File: src/hdl/dilp_pkg.sv
// shared types and constants for the delimited integer list parser
// no dependencies; used by dilp_field_core and delimited_integer_list_parser
package dilp_pkg;

    localparam logic [7:0]  SEP_RESET  = 8'd44;
    localparam logic [7:0]  CH_PLUS    = 8'd43;
    localparam logic [7:0]  CH_MINUS   = 8'd45;
    localparam logic [7:0]  CH_ZERO    = 8'd48;
    localparam logic [7:0]  CH_NINE    = 8'd57;
    localparam logic [7:0]  CH_SPACE   = 8'd32;
    localparam logic [7:0]  CH_TAB     = 8'd9;
    localparam logic [7:0]  CH_CR      = 8'd13;
    localparam logic [31:0] POS_LIMIT  = 32'h7FFF_FFFF;
    localparam logic [31:0] NEG_LIMIT  = 32'h8000_0000;

    typedef struct packed {
        logic [7:0] text_byte;
        logic       final_byte;
    } t_in_item;

    typedef struct packed {
        logic signed [31:0] field_value;
        logic               saturated;
        logic               last_value;
    } t_out_item;

endpackage

File: src/hdl/dilp_field_core.sv
// per-field atoi state and its byte update
// depends on dilp_pkg
module dilp_field_core (
    input  logic               i_clk,
    input  logic               i_rst_n,
    input  logic               i_step,
    input  dilp_pkg::t_in_item i_item,
    input  logic [7:0]         i_sep,
    output logic               o_emit,
    output dilp_pkg::t_out_item o_result
);

    typedef enum logic [1:0] {
        PH_SPACE,
        PH_SIGN,
        PH_DIGITS,
        PH_STOP
    } t_phase;

    t_phase      r_phase, n_phase;
    logic        r_neg, n_neg;
    logic [31:0] r_mag, n_mag;
    logic        r_ovf, n_ovf;

    logic        is_sep, is_blank, is_digit, is_sign;
    logic [3:0]  digit;
    logic [35:0] prod;
    logic [31:0] limit;
    logic        over;
    logic        take_digit;

    always_comb begin
        is_sep   = (i_item.text_byte == i_sep);
        is_blank = (i_item.text_byte == dilp_pkg::CH_SPACE) ||
                   ((i_item.text_byte >= dilp_pkg::CH_TAB) &&
                    (i_item.text_byte <= dilp_pkg::CH_CR));
        is_digit = (i_item.text_byte >= dilp_pkg::CH_ZERO) &&
                   (i_item.text_byte <= dilp_pkg::CH_NINE);
        is_sign  = (i_item.text_byte == dilp_pkg::CH_PLUS) ||
                   (i_item.text_byte == dilp_pkg::CH_MINUS);
        digit    = 4'(i_item.text_byte - dilp_pkg::CH_ZERO);

        // sign only changes before the first digit, so the current sign sets the clamp
        limit = r_neg ? dilp_pkg::NEG_LIMIT : dilp_pkg::POS_LIMIT;
        prod  = ({4'd0, r_mag} << 3) + ({4'd0, r_mag} << 1) + {32'd0, digit};
        over  = (prod > {4'd0, limit});

        n_phase    = r_phase;
        n_neg      = r_neg;
        n_mag      = r_mag;
        n_ovf      = r_ovf;
        take_digit = 1'b0;

        if (!is_sep) begin
            case (r_phase)
                PH_SPACE: begin
                    if (is_blank) begin
                        n_phase = PH_SPACE;
                    end else if (is_sign) begin
                        n_neg   = (i_item.text_byte == dilp_pkg::CH_MINUS);
                        n_phase = PH_SIGN;
                    end else if (is_digit) begin
                        take_digit = 1'b1;
                        n_phase    = PH_DIGITS;
                    end else begin
                        n_phase = PH_STOP;
                    end
                end
                PH_SIGN, PH_DIGITS: begin
                    if (is_digit) begin
                        take_digit = 1'b1;
                        n_phase    = PH_DIGITS;
                    end else begin
                        n_phase = PH_STOP;
                    end
                end
                default: begin
                    n_phase = PH_STOP;
                end
            endcase
        end

        if (take_digit) begin
            if (over) begin
                n_mag = limit;
                n_ovf = 1'b1;
            end else begin
                n_mag = prod[31:0];
            end
        end

        o_emit               = is_sep || i_item.final_byte;
        o_result.field_value = n_neg ? $signed(32'd0 - n_mag) : $signed(n_mag);
        o_result.saturated   = n_ovf;
        o_result.last_value  = i_item.final_byte;
    end

    always_ff @(posedge i_clk) begin
        if (!i_rst_n) begin
            r_phase <= PH_SPACE;
            r_neg   <= 1'b0;
            r_mag   <= 32'd0;
            r_ovf   <= 1'b0;
        end else if (i_step) begin
            if (o_emit) begin
                r_phase <= PH_SPACE;
                r_neg   <= 1'b0;
                r_mag   <= 32'd0;
                r_ovf   <= 1'b0;
            end else begin
                r_phase <= n_phase;
                r_neg   <= n_neg;
                r_mag   <= n_mag;
                r_ovf   <= n_ovf;
            end
        end
    end

endmodule

File: src/hdl/delimited_integer_list_parser.sv
// top level of the delimited integer list parser: input register, field core, result register
// depends on dilp_pkg and dilp_field_core
//
// usage
// - input channel i_in_valid / o_in_ready carries one byte of text per transaction,
//   with final_byte high on the last byte of a string
// - output channel o_out_valid / i_out_ready carries one parsed integer per transaction:
//   one at every separator byte, and one at a final byte that is not a separator;
//   last_value marks the final integer of the string
// - i_cfg_we / i_cfg_data write the separator byte (reset value is a comma);
//   write it only while the block is idle
// - a byte accepted into the input register is processed by the field core, and a result
//   that it gives is captured in the result register, from which it is presented
// - throughput: one byte per cycle while no byte that gives a result waits for the result register,
//   set by the multiply-by-ten-and-add update of the field accumulator between the input and result registers
// - reset (synchronous, active low) empties both registers, clears the field state
//   and restores the comma separator
// - when the receiver stalls, one more byte is still taken into the input register;
//   bytes that give no result keep flowing, and a byte that gives a result waits
//   until the result register is free, holding o_in_ready low meanwhile
module delimited_integer_list_parser (
    input  logic                i_clk,
    input  logic                i_rst_n,
    input  logic                i_in_valid,
    output logic                o_in_ready,
    input  dilp_pkg::t_in_item  i_in_item,
    output logic                o_out_valid,
    input  logic                i_out_ready,
    output dilp_pkg::t_out_item o_out_item,
    input  logic                i_cfg_we,
    input  logic [7:0]          i_cfg_data
);

    // configuration register
    logic [7:0] r_sep;

    // input register
    logic               r_in_valid;
    dilp_pkg::t_in_item r_in;

    // result register
    logic                r_out_valid;
    dilp_pkg::t_out_item r_out;

    // processing stage
    logic                core_emit;
    dilp_pkg::t_out_item core_result;
    logic                out_free;
    logic                proc_fire;
    logic                in_take;

    dilp_field_core u_core (
        .i_clk    (i_clk),
        .i_rst_n  (i_rst_n),
        .i_step   (proc_fire),
        .i_item   (r_in),
        .i_sep    (r_sep),
        .o_emit   (core_emit),
        .o_result (core_result)
    );

    // result slot is free when empty or being drained this cycle
    assign out_free   = !r_out_valid || i_out_ready;
    // a byte with no result never needs the slot
    assign proc_fire  = r_in_valid && (!core_emit || out_free);
    assign o_in_ready = !r_in_valid || proc_fire;
    assign in_take    = i_in_valid && o_in_ready;

    assign o_out_valid = r_out_valid;
    assign o_out_item  = r_out;

    always_ff @(posedge i_clk) begin
        if (!i_rst_n) begin
            r_sep       <= dilp_pkg::SEP_RESET;
            r_in_valid  <= 1'b0;
            r_out_valid <= 1'b0;
        end else begin
            if (i_cfg_we) begin
                r_sep <= i_cfg_data;
            end

            if (in_take) begin
                r_in_valid <= 1'b1;
            end else if (proc_fire) begin
                r_in_valid <= 1'b0;
            end

            if (proc_fire && core_emit) begin
                r_out_valid <= 1'b1;
            end else if (i_out_ready) begin
                r_out_valid <= 1'b0;
            end
        end
    end

    // payload registers, no reset
    always_ff @(posedge i_clk) begin
        if (in_take) begin
            r_in <= i_in_item;
        end
        if (proc_fire && core_emit) begin
            r_out <= core_result;
        end
    end

    // a clamped value is always one of the two limits
    a_sat_limit: assert property (@(posedge i_clk) disable iff (!i_rst_n)
        (r_out_valid && r_out.saturated) |->
            (r_out.field_value == $signed(dilp_pkg::POS_LIMIT) ||
             r_out.field_value == $signed(dilp_pkg::NEG_LIMIT)))
        else $error("saturated result is not a limit value");

    // a held byte stays put until it is processed
    a_in_hold: assert property (@(posedge i_clk) disable iff (!i_rst_n)
        (r_in_valid && !proc_fire) |=> (r_in_valid && $stable(r_in)))
        else $error("pending input byte lost or changed");

    // input stalls only behind a stalled result
    a_stall_cause: assert property (@(posedge i_clk) disable iff (!i_rst_n)
        !o_in_ready |-> (r_in_valid && r_out_valid && !i_out_ready))
        else $error("input stalled without a stalled result");

    // a pending result is never overwritten
    a_no_overwrite: assert property (@(posedge i_clk) disable iff (!i_rst_n)
        (r_out_valid && !i_out_ready) |=> (r_out_valid && $stable(r_out)))
        else $error("pending result overwritten or dropped");

endmodule
File: config.mk
export PLATFORM = sky130hd
export DESIGN_NAME = delimited_integer_list_parser
export DESIGN_NICKNAME = d
export VERILOG_FILES = /design/src/hdl/dilp_pkg.sv /design/src/hdl/dilp_field_core.sv /design/src/hdl/delimited_integer_list_parser.sv
export SDC_FILE = /design/constraint.sdc
export NUM_CORES = 1
export LEC_CHECK = 0
export BUFFER_PORTS_ARGS = -buffer_cell sky130_fd_sc_hd__buf_4
export CAP_MARGIN = 20
export CORE_MARGIN = 2
export CORE_UTILIZATION = 30
export CTS_CLUSTER_DIAMETER = 150
export DETAILED_ROUTE_END_ITERATION = 16
export PLACE_DENSITY_LB_ADDON = 0.2
export SYNTH_ARGS = -nofsm -noshare
export SYNTH_HDL_FRONTEND = slang
export SYNTH_SLANG_ARGS = --single-unit
export TNS_END_PERCENT = 10
File: constraint.sdc
create_clock -name i_clk -period 20.4 [get_ports i_clk]
set_clock_uncertainty 0.15 [all_clocks]
set_input_delay 0 -clock i_clk [delete_from_list [all_inputs] [get_ports i_clk]]
set_output_delay 0 -clock i_clk [all_outputs]
set_load 0.1 [all_outputs]
# [Yosys cells after proc, flatten, opt, wreduce, memory -nomap -nowiden]
# Cells that the tools add are included.
# Widths: inputs -> output; s select.
[totals] reg_bits=89 input_bits=22 output_inout_bits=36
[classes] order_cmp=5 n_reduce_logical=19 n_eq_ne=7 n_mux=28 addsub=4
[op_table] operator="$mux 32" n=5
[op_table] operator="$add 35x33->36" n=1
[op_table] operator="$add 36x4->36" n=1
[op_table] operator="$gt 36x32->1" n=1
[op_table] operator="$sub 1x32->32 const A" n=1
[op_table] operator="$eq 8x6->1 const B" n=3
[op_table] operator="$mux 1" n=17
[op_table] operator="$eq 8x8->1" n=1
[op_table] operator="$ge 8x4->1 const B" n=1
[op_table] operator="$ge 8x6->1 const B" n=1
[op_table] operator="$le 8x4->1 const B" n=1
[op_table] operator="$le 8x6->1 const B" n=1
[op_table] operator="$mux 2" n=4
[op_table] operator="$logic_or 1x1->1" n=6
[op_table] operator="$logic_and 1x1->1" n=5
[op_table] operator="$pmux 2 s2" n=1
[op_table] operator="$reduce_bool 2->1" n=2
[op_table] operator="$sub 4x1->4 const B" n=1
[op_table] operator="$logic_not 1->1" n=3
[op_table] operator="$eq 2x1->1 const B" n=1
[op_table] operator="$eq 2x2->1 const B" n=1
[op_table] operator="$logic_not 2->1" n=1
[op_table] operator="$ne 2x2->1 const B" n=1
[op_table] operator="$pmux 1 s2" n=1
[op_table] operator="other kinds (2)" n=2

# [Longest topological paths before layout]
# Gate-level depths: netlist of the first run.
[logic_depth] word_depth=10 mapped_depth=30 ltp_nobuf=29

# [Cells and area by module]
# From an unflattened synthesis of the first run, not the netlist that was laid out.
[hier_totals] hier_cells=934 area_unflattened_um2=8091.5
[by_module_without_submodules] module="dilp_field_core" area_per_inst_um2=6393.6 seq_area_each_um2=720.7 n_inst=1 cells_each=853
[by_module_without_submodules] module="delimited_integer_list_parser" area_per_inst_um2=1697.9 seq_area_each_um2=1491.4 n_inst=1 cells_each=81

# [Worst setup path before layout of the first run]
# OpenSTA, ideal clock, no wires.
[synth_timing] kind="flip-flop to flip-flop" from="register r_in[4] in the netlist's numbering" to="register r_out (netlist bit o_out_item[32]) (data pin)" path_buffers=1 setup_time_ns=0.264 t_arrival_ns=6.678 setup_slack_ns=13.308 synth_period_minus_slack_ns=7.092 required_ns=19.986 path_stages_with_launch=30 cell_sequence="edfxtp_1 fa_1 ha_1 a211oi_1 o211ai_1 nand4_1 nand4b_1 a41oi_1 o21ai_0 xor2_1 ha_1 a211o_1 o211ai_1 nor3b_1 o211a_1 a31oi_1 a2111oi_4 buf_2 a21oi_1 a21oi_1 nor2_1 a21oi_1 ha_1 nand3_1 a21oi_1 a211oi_1 nor4_4 nand3_2 o41ai_2 xnor2_1"
[synth_lines] element="start: declaration" line_no="delimited_integer_list_parser.sv:39" text="dilp_pkg::t_in_item r_in;"
[synth_lines] element="start signal: assignment" line_no="delimited_integer_list_parser.sv:99" text="r_in <= i_in_item;"
[synth_lines] element="end signal: assignment" line_no="delimited_integer_list_parser.sv:102" text="r_out <= core_result;"
[synth_lines] element="end: declaration" line_no="delimited_integer_list_parser.sv:43" text="dilp_pkg::t_out_item r_out;"

==> results of run 1 <==
==> metrics by stage <==
step           setup WS [ps]  cell area (sq um)
2_1_floorplan          13310               7960
3_3_place_gp           12260               8660
3_5_place_dp           12080               8660
4_1_cts                12080               9250
5_1_grt                11260               9250
6_report               12040               9250
==> synth_stat cells (14+ instances only) <==
cell | instances | area (sq um)
inv_1 | 14 | 52.6
dfxtp_1 | 46 | 921
edfxtp_1 | 43 | 1290
nor3_1 | 15 | 75.1
nor2b_1 | 40 | 250
nand2_1 | 88 | 330
o21ai_0 | 50 | 250
and2_1 | 19 | 119
xnor2_1 | 39 | 342
clkbuf_1 | 36 | 135
ha_1 | 98 | 1230
nor2_1 | 53 | 199
xor2_1 | 25 | 219
a21oi_1 | 78 | 390
a31oi_1 | 18 | 113
nand4_1 | 22 | 138
a22oi_1 | 28 | 210
nand3_1 | 21 | 105
==> registers in the layout, summed over array words and instances, names as in the netlist <==
signal,flops
u_core.r_ovf,1
u_core.r_neg,1
u_core.r_phase,2
r_in,9
u_core.r_mag,32
r_sep,8
o_out_item,34
o_out_valid,1
r_in_valid,1
==> final cells by class <==
| type | count | area, sq um | share of cell area (%) |
|---|---|---|---|
| Timing Repair Buffer | 97 | 806 | 8.71 |
| Sequential cell | 89 | 2210 | 23.9 |
| Multi-Input combinational cell | 769 | 5490 | 59.3 |
| Inverter | 14 | 52.6 | 0.568 |
| Clock buffer | 10 | 229 | 2.48 |
| Tap cell | 335 | 419 | 4.53 |
| Clock inverter | 6 | 42.5 | 0.460 |
==> report_power, final <==
group          internal [uW]  total [uW]  switching [uW]
clock                   83.1         154            71.1
combinational           17.2        47.4            30.2
sequential               191         194            3.48
==> worst max-delay path by stage <==
stage | slack, ps | start | end | cells past startpoint
CTS | 12080 | r_in[4] | o_out_item[26] | 28
global placement | 12260 | r_in[4] | o_out_item[30] | 28
finish | 12040 | r_in[4] | o_out_item[26] | 27
detailed placement | 12080 | r_in[4] | o_out_item[30] | 28
floorplan | 13310 | r_in[4] | o_out_item[32] | 29
global route | 11260 | r_in[4] | o_out_item[24] | 27
==> cells by family after synthesis <==
logic type               synth area share (%)
multiplexers                             1.01
buffers and inverters                    3.41
AO/OA/AOI/OAI                            24.4
XOR/XNOR                                 7.04
flip-flops                               27.8
adder cells (fa/ha/maj)                  15.9
AND/OR/NAND/NOR                          20.5
==> timing repair <==
item / in CTS / in global routing
resized for setup: 0 / 0
hold endpoints to repair: 19 / 0
setup endpoints to repair: 0 / 0
hold buffers: 31 / 0
==> routing by layer <==
metal  GRT usage [%]  wire (um)
met3            2.35       1090
met2            29.5      11500
met5               0          0
met1            24.5      11500
met4            3.82        433
==> results.cfg, run 1 <==
[critical_path]
crit_type = reg -> reg
worst-path-buf-inv = 2
crit_path_end_kind = flip-flop
r2r-start = r_in[4]
crit_top_cell = ha_1
crit_slowest_cell = a211oi_1
path_max_fanout = 16
cpPeakStageDelay_ps = 660
worst_setup_path_start_kind = flip-flop
cp.arrival_ps = 8300
critical_path.top_delay_family = compound AO/OA/AOI/OAI gates
required_ps = 20330
r2r-end = o_out_item[26]
r2r_cells = 27
r2r_slack_ps = 12040

[detailed_routing]
drc = 0
firstDrtPassIters = 5
vias = 7184
wirelength_um = 24500
final_antenna_net_count = 0
drt-initial-drc-count = 557
wl_per_cell_um = 18.6
vias_per_cell = 5.44

[clock_network]
h-tree-depth = 3
postCtsSetupBuffers = 0
cts_tree = done
cts_max_path_buffers = 2
clock_latency_ps = 340
path_clk_slew_ps = 70
clock_sinks = 89
cts_buffers = 9
root_buffer = clkbuf_16

[min_path]
hold_depth = 2
hold_end = r_sep[4]
hp-start = i_rst_n
hold_path.class = in -> reg

[floorplan]
fp.dieArea_sq_mm = 0.0279
rows = 59
die_w_um = 167
start_util_pct = 30.6
floorplan.core_area_sq_mm = 0.0261
ios = 58
die_h_um = 167

[finish]
fin_util_pct = 35.5
final_common_cell = ha_1
nFillCells = 2727
antenna_cells = 0
syn_to_final_growth_pct = 16.1
drive_above_1_share_pct = 10.7
final_nets = 1102
fin_cells = 1320
mostFrequentLayoutCells = 98 x ha_1, 88 x nand2_1, 78 x a21oi_1

[grt]
overflow = 0
grt_max_degree = 47
grt_pass1_wl_um = 39900
grt_antenna_before_repair = 0
grt_pass1_vias = 6989
grtUsageTotal_pct = 17.7

[yosys]
async_flop_share_pct = 0
synth_edf_count = 43
yosysWarnings = 0
synth_flop_cell = dfxtp_1
synth_nets = 1047
yosysSeqAreaShare_pct = 27.8
synth_seq_cells = 89
avgSynthCellArea_sq_um = 8.61
synth_area_sq_mm = 0.00796
synth_cell_types = 80
syn_inst = 925

[power]
total_leakage_power_uw = 0.00405
powerDensity_mw_per_mm2 = 42.8
power_uw = 396
peakVddDrop_mv = 0.0374

[sta]
relSlewSlack_pct = 29.8
fmax_mhz = 120
timing.final.hold_violations = 0
drv_slew = 0
holdWs_ps = 2.53
rsz0062_at_grt = no
period_needed_ps = 8360
worst_pin_slew_ps = 1050
fin_tns_setup_ps = 0
timing.final.crit_share_pct = 41.0
setup_violations = 0

[run]
drv_cap = 0

[placed_design]
port_buffers = 57
place_inst = 1273
dpl.hpwl_um = 18600
routabilityCongestion = 0.870

[run_status]
status = complete, no violations
Note: power is estimated with default switching activity, not from simulation.
==> run 2: changes to the inputs <==
Clock period 20.4 ns to 8.35 ns, I/O delays scaled along.
==> run 2 against run 1 <==
Net effect: die area stayed put; wire length is 3.7% higher; global-route usage is 0.49 points higher; non-clock buffer count is 11 higher.
==> results.cfg, run 2 (synthesized netlist as in run 1, its figures left out) <==
[grt]
grt_pass1_vias = 7081
overflow = 0
grt_pass1_wl_um = 40600
grt_antenna_before_repair = 0
grt_max_degree = 47
grtUsageTotal_pct = 18.2

[run_status]
status = complete, no violations

[finish]
mostFrequentLayoutCells = 98 x ha_1, 88 x nand2_1, 77 x a21oi_1
largest_reg_flops = 34
final_nets = 1113
antenna_cells = 0
drive_above_1_share_pct = 11.5
final_common_cell = ha_1
syn_to_final_growth_pct = 18.0

[detailed_routing]
final_antenna_net_count = 0
vias_per_cell = 5.47
wirelength_um = 25400
drc = 0
vias = 7281
drt-initial-drc-count = 564
firstDrtPassIters = 5
wl_per_cell_um = 19.1

[floorplan]
die_w_um = 167
floorplan.core_area_sq_mm = 0.0261
start_util_pct = 30.6
die_h_um = 167
fp.dieArea_sq_mm = 0.0279
rows = 59
ios = 58

[clock_network]
h-tree-depth = 3
root_buffer = clkbuf_16
cts_buffers = 9
clock_latency_ps = 350
cts_tree = done
path_clk_slew_ps = 70
clock_sinks = 89
cts_max_path_buffers = 2

[sta]
timing.final.crit_share_pct = 90.6
drv_slew = 0
holdWs_ps = 214
rsz0062_at_grt = no
fmax_mhz = 132
worst_pin_slew_ps = 832
setup_violations = 0
timing.final.hold_violations = 0
fin_tns_setup_ps = 0
period_needed_ps = 7570
relSlewSlack_pct = 44.5

[placed_design]
dpl.hpwl_um = 19100
port_buffers = 57
routabilityCongestion = 0.881

[min_path]
hold_path.class = in -> reg

[run]
drv_cap = 0

[critical_path]
worst_setup_path_start_kind = flip-flop
crit_path_end_kind = flip-flop
required_ps = 8290
crit_type = reg -> reg
crit_slowest_cell = fa_1
cp.arrival_ps = 7510
cpPeakStageDelay_ps = 570
path_max_fanout = 7

[power]
total_leakage_power_uw = 0.00413
peakVddDrop_mv = 0.102
powerDensity_mw_per_mm2 = 107
-- run 2: changes by cell type in the layout (fill, tap and decap cells not counted), moves of 2 or more --
cell / previous run / this run
buf_4: 66 / 73
clkinvlp_4: 2 / 0
clkinv_4: 0 / 2
inv_6: 2 / 0
dlygate4sd3_1: 31 / 34
-- run 2: layout make-up --
| cell class | instances | area (sq um) |
|---|---|---|
| multi-input combinational | 769 | 5500 |
| fill | 2698 | 16700 |
| clock buffer | 11 | 233 |
| clock inverter | 5 | 57.6 |
| sequential | 89 | 2210 |
| timing repair buffer | 108 | 916 |
| inverter | 14 | 52.6 |
| tap | 335 | 419 |
-- run 2: final timing paths --
| kind | start | endpoint | slack [ps] | cells after the start |
|---|---|---|---|---|
| worst max-delay path | r_in[4] | o_out_item[32] | 780 | 27 |
| worst min-delay path | i_in_item[2] | r_in[2] | 210 | 2 |
| worst max register to register | r_in[4] | o_out_item[32] | 780 | 27 |
| worst min register to register | r_in[0] | o_out_item[0] | 300 | 0 |
-- run 2: routing by layer --
metal / vias up / global-route usage (%) / wire length (um)
li1: 3624 / - / -
met1: 3454 / 24.9 / 12100
met2: 167 / 29.5 / 11700
met3: 36 / 3.21 / 1070
met4: 0 / 4.95 / 624
met5: - / 0 / 0
-- run 2: through the flow --
stage	util, %	setup WS [ps]	area [sq um]	total power [uW]	instances
finish	36.0	781	9390	1000	1331
floorplan	-	1260	7960	556	925
global route	36.0	22.7	9390	1040	1331
CTS	35.8	665	9340	1010	1329
detailed placement	33.4	690	8710	588	1279
global placement	33.4	977	8710	588	1279
-- run 2: power by group --
part           switching [uW]  internal (uW)  leakage, uW
clock                     174            232     0.000143
sequential               7.95            466     0.000786
combinational            75.4           44.5      0.00320
total                     258            743      0.00413
-- run 2: repair_timing --
| action | CTS | global route |
|---|---|---|
| hold buffers | 34 | 0 |
| setup endpoints to repair | 0 | 5 |
| hold endpoints to repair | 25 | 0 |
| gates resized for setup | 0 | 3 |
| buffers inserted | 0 | 1 |
-- run 2: worst max-delay path, delay by kind of cell (launching register included) --
kind | cells | cell delay (ps)
compound gates | 11 | 2780
fa+ha+maj | 4 | 1700
simple gates | 9 | 1680
flops | 1 | 530
xor+xnor | 2 | 280
buf+inv | 1 | 170
